--- config.mk ---
export PLATFORM = sky130hd
export DESIGN_NAME = i2c_master_transaction_sequencer_top
export DESIGN_NICKNAME = d
export VERILOG_FILES = /design/src/hw/rtl/i2cs_pkg.sv /design/src/hw/rtl/i2cs_step.sv /design/src/hw/rtl/i2c_master_transaction_sequencer_top.sv
export SDC_FILE = /design/constraint.sdc
export NUM_CORES = 1
export LEC_CHECK = 0
export ABC_CLOCK_PERIOD_IN_PS = 7700
export BUFFER_PORTS_ARGS = -buffer_cell sky130_fd_sc_hd__buf_2
export CORE_MARGIN = 5
export CORE_UTILIZATION = 37
export DETAILED_ROUTE_END_ITERATION = 7
export HOLD_SLACK_MARGIN = 0.06
export MAX_ROUTING_LAYER = met4
export SYNTH_ARGS = -nofsm -noshare
export SYNTH_HDL_FRONTEND = slang
export SYNTH_HIERARCHICAL = 1
export SYNTH_SLANG_ARGS = --single-unit
--- constraint.sdc ---
create_clock -name i_clk -period 7.7 [get_ports i_clk]
set_input_delay 2.31 -clock i_clk [delete_from_list [all_inputs] [get_ports i_clk]]
set_output_delay 2.31 -clock i_clk [all_outputs]
set_load 0.005 [all_outputs]
--- src/hw/rtl/i2cs_pkg.sv ---
// shared types, constants and codes for the i2c transaction sequencer
package i2cs_pkg;

    // byte store depth
    localparam int BUFFER_DEPTH = 32;
    localparam int IDX_W = (BUFFER_DEPTH > 1) ? $clog2(BUFFER_DEPTH) : 1;

    // request kinds
    localparam logic [1:0] KIND_LOAD   = 2'd0;
    localparam logic [1:0] KIND_START  = 2'd1;
    localparam logic [1:0] KIND_STATUS = 2'd2;
    localparam logic [1:0] KIND_READ   = 2'd3;

    // bus controller status codes
    localparam logic [7:0] ST_START       = 8'h08;
    localparam logic [7:0] ST_RSTART      = 8'h10;
    localparam logic [7:0] ST_ADDR_W_ACK  = 8'h18;
    localparam logic [7:0] ST_DATA_W_ACK  = 8'h28;
    localparam logic [7:0] ST_ADDR_R_ACK  = 8'h40;
    localparam logic [7:0] ST_DATA_R_ACK  = 8'h50;
    localparam logic [7:0] ST_DATA_R_NACK = 8'h58;

    // acknowledge control codes
    localparam logic [1:0] ACK_KEEP = 2'd0;
    localparam logic [1:0] ACK_ACK  = 2'd1;
    localparam logic [1:0] ACK_NACK = 2'd2;

    // transaction progress codes
    localparam logic [1:0] PROG_DONE  = 2'd0;
    localparam logic [1:0] PROG_BUSY  = 2'd1;
    localparam logic [1:0] PROG_ERROR = 2'd2;

    // input request payload
    typedef struct packed {
        logic [1:0] kind;
        logic [6:0] slave_address;
        logic [5:0] write_length;
        logic [5:0] read_length;
        logic [4:0] buffer_index;
        logic [7:0] byte_value;
        logic [7:0] status_code;
    } t_in_item;

    // result payload
    typedef struct packed {
        logic       set_start;
        logic       clear_start;
        logic       set_stop;
        logic [1:0] ack_control;
        logic       tx_valid;
        logic [7:0] tx_byte;
        logic [1:0] txn_status;
        logic [7:0] read_byte;
    } t_out_item;

    // sequencer state
    typedef struct packed {
        logic [1:0] progress;
        logic [6:0] target_address;
        logic [5:0] writes_left;
        logic [5:0] reads_left;
        logic [5:0] position;
    } t_state;

    // byte store access from the decision logic
    typedef struct packed {
        logic       wr_en;
        logic [5:0] wr_addr;
        logic [7:0] wr_data;
        logic [5:0] rd_addr;
    } t_store_req;

    // true when a store address falls inside the store
    function automatic logic addr_in_range(input logic [5:0] addr);
        logic [8:0] wide;
        wide = 9'(addr);
        return wide < 9'(BUFFER_DEPTH);
    endfunction

endpackage

--- src/hw/rtl/i2cs_step.sv ---
// per-request decision logic: next state, store access and result
module i2cs_step (
    input  i2cs_pkg::t_in_item   i_item,
    input  i2cs_pkg::t_state     i_state,
    input  logic [7:0]           i_rd_data,
    output i2cs_pkg::t_state     o_state,
    output i2cs_pkg::t_store_req o_store,
    output i2cs_pkg::t_out_item  o_result
);
    import i2cs_pkg::*;

    logic [5:0] pos_base;
    logic [5:0] rd_addr;
    logic [7:0] rd_byte;
    logic [5:0] reads_dec;

    // position used by the write data phase, reset on address ack
    assign pos_base  = (i_item.status_code == ST_ADDR_W_ACK) ? 6'd0 : i_state.position;
    assign reads_dec = i_state.reads_left - 6'd1;

    // store read address, out of range reads give zero
    always_comb begin
        rd_addr = (i_item.kind == KIND_READ) ? 6'(i_item.buffer_index) : pos_base;
        rd_byte = addr_in_range(rd_addr) ? i_rd_data : 8'd0;
    end

    // request decode
    always_comb begin
        o_state         = i_state;
        o_store.wr_en   = 1'b0;
        o_store.wr_addr = i_state.position;
        o_store.wr_data = i_item.byte_value;
        o_store.rd_addr = rd_addr;
        o_result        = '0;

        unique case (i_item.kind)
            KIND_LOAD: begin
                o_store.wr_en   = 1'b1;
                o_store.wr_addr = 6'(i_item.buffer_index);
            end
            KIND_START: begin
                o_state.target_address = i_item.slave_address;
                o_state.writes_left    = i_item.write_length;
                o_state.reads_left     = i_item.read_length;
                o_state.progress       = PROG_BUSY;
                o_result.set_start     = 1'b1;
            end
            KIND_STATUS: begin
                unique case (i_item.status_code) inside
                    ST_START, ST_RSTART: begin
                        o_result.clear_start = 1'b1;
                        o_result.tx_valid    = 1'b1;
                        o_result.tx_byte     = {i_state.target_address,
                                                (i_state.writes_left == 6'd0)};
                    end
                    ST_ADDR_W_ACK, ST_DATA_W_ACK: begin
                        o_state.position = pos_base;
                        if (i_state.writes_left != 6'd0) begin
                            o_result.tx_valid   = 1'b1;
                            o_result.tx_byte    = rd_byte;
                            o_state.position    = pos_base + 6'd1;
                            o_state.writes_left = i_state.writes_left - 6'd1;
                        end else if (i_state.reads_left != 6'd0) begin
                            o_result.set_start = 1'b1;
                        end else begin
                            o_result.set_stop = 1'b1;
                            o_state.progress  = PROG_DONE;
                        end
                    end
                    ST_ADDR_R_ACK: begin
                        o_state.position     = 6'd0;
                        o_result.ack_control = (i_state.reads_left == 6'd1) ? ACK_NACK : ACK_ACK;
                    end
                    ST_DATA_R_ACK: begin
                        if (i_state.reads_left != 6'd0) begin
                            o_store.wr_en        = 1'b1;
                            o_state.position     = i_state.position + 6'd1;
                            o_state.reads_left   = reads_dec;
                            o_result.ack_control = (reads_dec == 6'd1) ? ACK_NACK : ACK_ACK;
                        end
                    end
                    ST_DATA_R_NACK: begin
                        o_store.wr_en     = 1'b1;
                        o_state.position  = i_state.position + 6'd1;
                        if (i_state.reads_left != 6'd0) begin
                            o_state.reads_left = reads_dec;
                        end
                        o_result.set_stop = 1'b1;
                        o_state.progress  = PROG_DONE;
                    end
                    default: begin
                        o_result.set_stop = 1'b1;
                        o_state.progress  = PROG_ERROR;
                    end
                endcase
            end
            KIND_READ: begin
                o_result.read_byte = rd_byte;
            end
            default: begin
                o_state = i_state;
            end
        endcase

        // writes beyond the store are dropped
        if (!addr_in_range(o_store.wr_addr)) begin
            o_store.wr_en = 1'b0;
        end

        o_result.txn_status = o_state.progress;
    end

endmodule

--- src/hw/rtl/i2c_master_transaction_sequencer_top.sv ---
// Top level of the i2c write-then-read transaction sequencer.
// The result of an accepted request is captured in the output register on the following clock edge.
// Throughput: one request per cycle; the single output register sets the pace and
// a new request is taken whenever that register is empty or being drained.
// Reset clears the progress and transaction counters; the byte store is not cleared
// and holds undefined data until written.
module i2c_master_transaction_sequencer_top (
    input  logic                i_clk,
    input  logic                i_rst_n,
    input  logic                i_in_valid,
    output logic                o_in_stall,
    input  i2cs_pkg::t_in_item  i_in_data,
    output logic                o_out_valid,
    input  logic                i_out_stall,
    output i2cs_pkg::t_out_item o_out_data
);
    import i2cs_pkg::*;

    t_state     r_state;
    t_state     n_state;
    t_store_req store_req;
    t_out_item  n_result;
    t_out_item  r_result;
    logic       r_valid;
    logic       in_fire;
    logic [7:0] rd_data;
    logic [8:0] rd_wide;
    logic [8:0] wr_wide;

    logic [7:0] r_store [BUFFER_DEPTH];

    // request handshake
    assign o_in_stall = r_valid && i_out_stall;
    assign in_fire    = i_in_valid && !o_in_stall;

    // byte store read
    assign rd_wide = 9'(store_req.rd_addr);
    assign wr_wide = 9'(store_req.wr_addr);
    assign rd_data = r_store[rd_wide[IDX_W-1:0]];

    // decision logic
    i2cs_step u_step (
        .i_item    (i_in_data),
        .i_state   (r_state),
        .i_rd_data (rd_data),
        .o_state   (n_state),
        .o_store   (store_req),
        .o_result  (n_result)
    );

    // state and output valid
    always_ff @(posedge i_clk) begin
        if (!i_rst_n) begin
            r_state <= '0;
            r_valid <= 1'b0;
        end else begin
            if (in_fire) begin
                r_state <= n_state;
            end
            if (!o_in_stall) begin
                r_valid <= i_in_valid;
            end
        end
    end

    // result payload
    always_ff @(posedge i_clk) begin
        if (in_fire) begin
            r_result <= n_result;
        end
    end

    // byte store write
    always_ff @(posedge i_clk) begin
        if (in_fire && store_req.wr_en) begin
            r_store[wr_wide[IDX_W-1:0]] <= store_req.wr_data;
        end
    end

    assign o_out_valid = r_valid;
    assign o_out_data  = r_result;

endmodule

# Word-level counts from Yosys, hierarchy flattened
# Memory sizes are Yosys's and may differ from the RTL's.
# Index checks and enable logic that the tools add are counted.
[classes]
addsub = 4
n_lt_le_gt_ge = 2
eq_ne = 18
n_mux = 35
n_reduce_logical = 17
[op_table]
columns = ["op", "n"]
rows = [
  ["two-way mux 6 bit", 7],
  ["== test 8 x 7 -> 1 bit, second input constant", 3],
  ["case mux 12 bit (2 select lines)", 1],
  ["case mux 6 bit (4 select lines)", 1],
  ["case mux 9 bit (2 select lines)", 1],
  ["== test 8 x 5 -> 1 bit, second input constant", 2],
  ["adder 6 x 1 -> 6 bit, second input constant", 2],
  ["== test 6 x 1 -> 1 bit, second input constant", 2],
  ["less-than comparator 6 bit, second input constant", 2],
  ["two-way mux 12 bit", 1],
  ["case mux 6 bit (2 select lines)", 1],
  ["nonzero test 6 bit", 2],
  ["subtractor 6 x 1 -> 6 bit, second input constant", 2],
  ["two-way mux 2 bit", 5],
  ["two-way mux 1 bit", 9],
  ["two-way mux 9 bit", 1],
  ["== test 8 x 4 -> 1 bit, second input constant", 1],
  ["== test 8 x 6 -> 1 bit, second input constant", 1],
  ["two-way mux 8 bit", 1],
  ["case mux 1 bit (2 select lines)", 4],
  ["case mux 2 bit (2 select lines)", 2],
  ["AND reduction 4 bit", 2],
  ["zero test 6 bit", 1],
  ["!= test 3 x 2 -> 1 bit, second input constant", 2],
  ["other kinds (15)", 20],
]
[word_totals]
regBits = 52
ramBits = 256
in_bits = 46
out_inout_bits = 26
word_cells = 91
n_memories = 1
[memory_table]
columns = ["memory", "depth", "width", "rd", "rd_ports_with_merged_regs", "write_ports", "line_no", "rtl"]
rows = [
  ["r_store", 32, 8, 1, 0, 1, "i2c_master_transaction_sequencer_top.sv:30", "logic [7:0] r_store [BUFFER_DEPTH];"],
]

# Logic depth before layout (Yosys ltp)
[depth]
ltp_word = 8
depth_mapped = 12

# Hierarchy
# The synthesis kept the hierarchy.
[modules_own_cells]
columns = ["module", "n_inst", "cells_per_inst", "area_per_inst_um2", "seq_area_each_um2"]
rows = [
  ["i2c_master_transaction_sequencer_top", 1, 554, 11642.4, 8968.6],
  ["i2cs_step", 1, 280, 1844.3, 0.0],
]

# Least setup slack after synthesis
# No wires, ideal clock.
[synth_timing]
path_kind = "input-to-reg"
startpoint = "in i_in_data[1] (netlist name)"
endpoint = "reg r_result, in the netlist o_out_data[10] (data pin)"
setup_time_ns = 0.265
arrival_ns = 5.230
required_ns = 7.435
setup_slack_ns = 2.204
cell_stages = 11
n_path_buf = 2
cell_sequence = "nor4_2 nand3_1 and2_1 mux2_2 buf_6 buf_4 mux4_2 mux4_2 mux2_2 a22oi_1 nor2_1"
[synth_rtl]
columns = ["element", "line_no", "rtl"]
rows = [
  ["start: declaration", "i2c_master_transaction_sequencer_top.sv:12", "input i2cs_pkg::t_in_item i_in_data,"],
  ["end signal: assignment", "i2c_master_transaction_sequencer_top.sv:69", "r_result <= n_result;"],
  ["end: declaration", "i2c_master_transaction_sequencer_top.sv:23", "t_out_item r_result;"],
]

==> metrics <==
final setup violating endpoints 0; Final Net Count between 900 and 1k; CTS tree yes; first-pass GRT wire length slightly below 50,000 um; peak supply drop 122 uV; ratio of final minimum period to clock period 77.1%; CTS Buf Count 35; GP Congestion ~0.84; worst path required time about 8 ns; CTS Buffer Depth 3; clk_skew ~0.015 ns; crit start category primary input; clock period minus worst slack about 5.9 ns; leakage dissipation 0.00488 uW; H-tree Lvls 2; vias in the first global route around 7.6k; Power Density about 240 nW/um^2; DRC 0; critical path type primary input to register; DPL Wire Length 20,100 um; post-synthesis instance area approximately 13,000 um^2; Antenna Cells 0; CP endpoint kind register; Port Buffers 71; largest net degree at the start of global routing 52; Starting Density a little under two fifths; DIE AREA slightly above 40,000 um^2; Iter 0 DRT Violations ~620; Routed WL approximately 31,000 um; Worst Tran Pin Value between 1 and 1.5 ns; clock-pin slew on the worst setup and hold paths about 0.060 ns; vias per cell between 5 and 6; RSZ-0062 raised after global routing no; number of setup buffers added after CTS 0; Critical Path Fanout Max 50; Net Count, Synth between 800 and 900; status complete, no violations; Core Rows 70; crit-path cells buf_2 > nor4_2 > nand3_1 > and2_1 > mux2_4 > buf_4 > mux4_2 > mux4_2 > mux2_2 > a22oi_1 > nor2_1; commonest non-fill, non-tap cell in the layout edfxtp_1; slew margin rel. ~18%; Area Overhead vs Synth 14.3%; clock root buffer clkbuf_16; Hold Slack approximately 0.48 ns; I/O pin cnt ~70; Max stage delay on crit path roughly 0.65 ns; Crit path max-delay family multiplexers; Routed Antenna Nets 0; setup_tns 0 ns; clk_lat worst skew 0.51 ns; Cells after Synth 832; non-filler cells, final 1,388; hold-fix buffers at CTS 0; ratio of cells with drive above 1 in the final layout between 20% and 30%; endpoints failing hold 0; most frequent cells in the layout edfxtp_1 (280), nand2_1 (91), mux4_2 (80); die width roughly 200 um; worst path bufs/invs 2; Yosys warnings 6; Die Height about 200 um; area occupied by registers 8970 um^2; DRT Pass-1 Iters 5; antenna violations before repair 0; CP max stage cell nor4_2; pre-CTS WS around 1.2 ns; core area roughly 36,000 um^2; syn_area_per_cell ~16 um^2; Filler cells around 3.2k; CTS resizes 0; cell mode on critical path mux4_2; Critical Path AT slightly above 6 ns; area of the multi-input gates ~4200 um^2; Routed wire per std cell roughly 23 um; Post-Place Cells between 1k and 1.5k; number of max-cap violations 0; Final Slew Violations 0; top achievable clock speed about 170 MHz; Min-Delay Path Class register to register; GRT Total Usage around 16%; clock sink total 308; fin worst setup slack between 1.5 and 2 ns; Vias 7,628; total grt overflow 0
## where the power goes
part,switching (uW),internal (uW)
logic,123,78.7
clock network,659,1040
registers,6.29,1840
## metal layers
layer  global-route usage, %  wire, um  up-vias
li1                        -         -     3392
met1                    22.1     14100     3926
met2                    25.3     14900      260
met3                    2.68      1810       50
met4                    3.42       522        0
met5                       -         0        -
## final cells by class
type	count	area share (%)
flip-flops and latches	308	58.2
multi-input cells	457	27.2
clock buffers	45	6.13
well taps	468	3.80
repair buffers	81	2.79
clock inverters	19	1.55
inverters	10	0.244
## flip-flops by register name, summed over array words and instances (netlist names)
name / flops
r_store: 256
r_state: 27
o_out_data: 24
o_out_valid: 1
## path summary, 6_finish.rpt
check	start	to	slack, ns	depth (start not counted)
setup / recovery	i_in_data[1]	o_out_data[11]$_DFFE_PP_	1.77	11
hold / removal	r_state[26]$_SDFFE_PN0P_	r_state[26]$_SDFFE_PN0P_	0.48	2
setup reg to reg	r_state[2]$_SDFFE_PN0P_	o_out_data[12]$_DFFE_PP_	3.75	8
hold reg to reg	r_state[26]$_SDFFE_PN0P_	r_state[26]$_SDFFE_PN0P_	0.48	2
## worst reg2reg max path, stage by stage (launching register included)
cell and delay (ns):
dfxtp_1 0.52, nand2_1 0.15, o21ai_4 0.95, buf_4 0.58, mux4_2 0.43, mux4_2 0.52
mux2_2 0.33, a22oi_1 0.16, nor2_1 0.06
## metrics by stage
stage | cell area [um^2] | total power [uW] | util (%)
2_1_floorplan | 13500 | 2010 | -
3_3_place_gp | 14200 | 2080 | 39.2
3_5_place_dp | 14200 | 2080 | 39.2
4_1_cts | 15400 | 3780 | 42.5
5_1_grt | 15400 | 3880 | 42.5
6_report | 15400 | 3750 | 42.5
(Power assumes the default switching activity.)
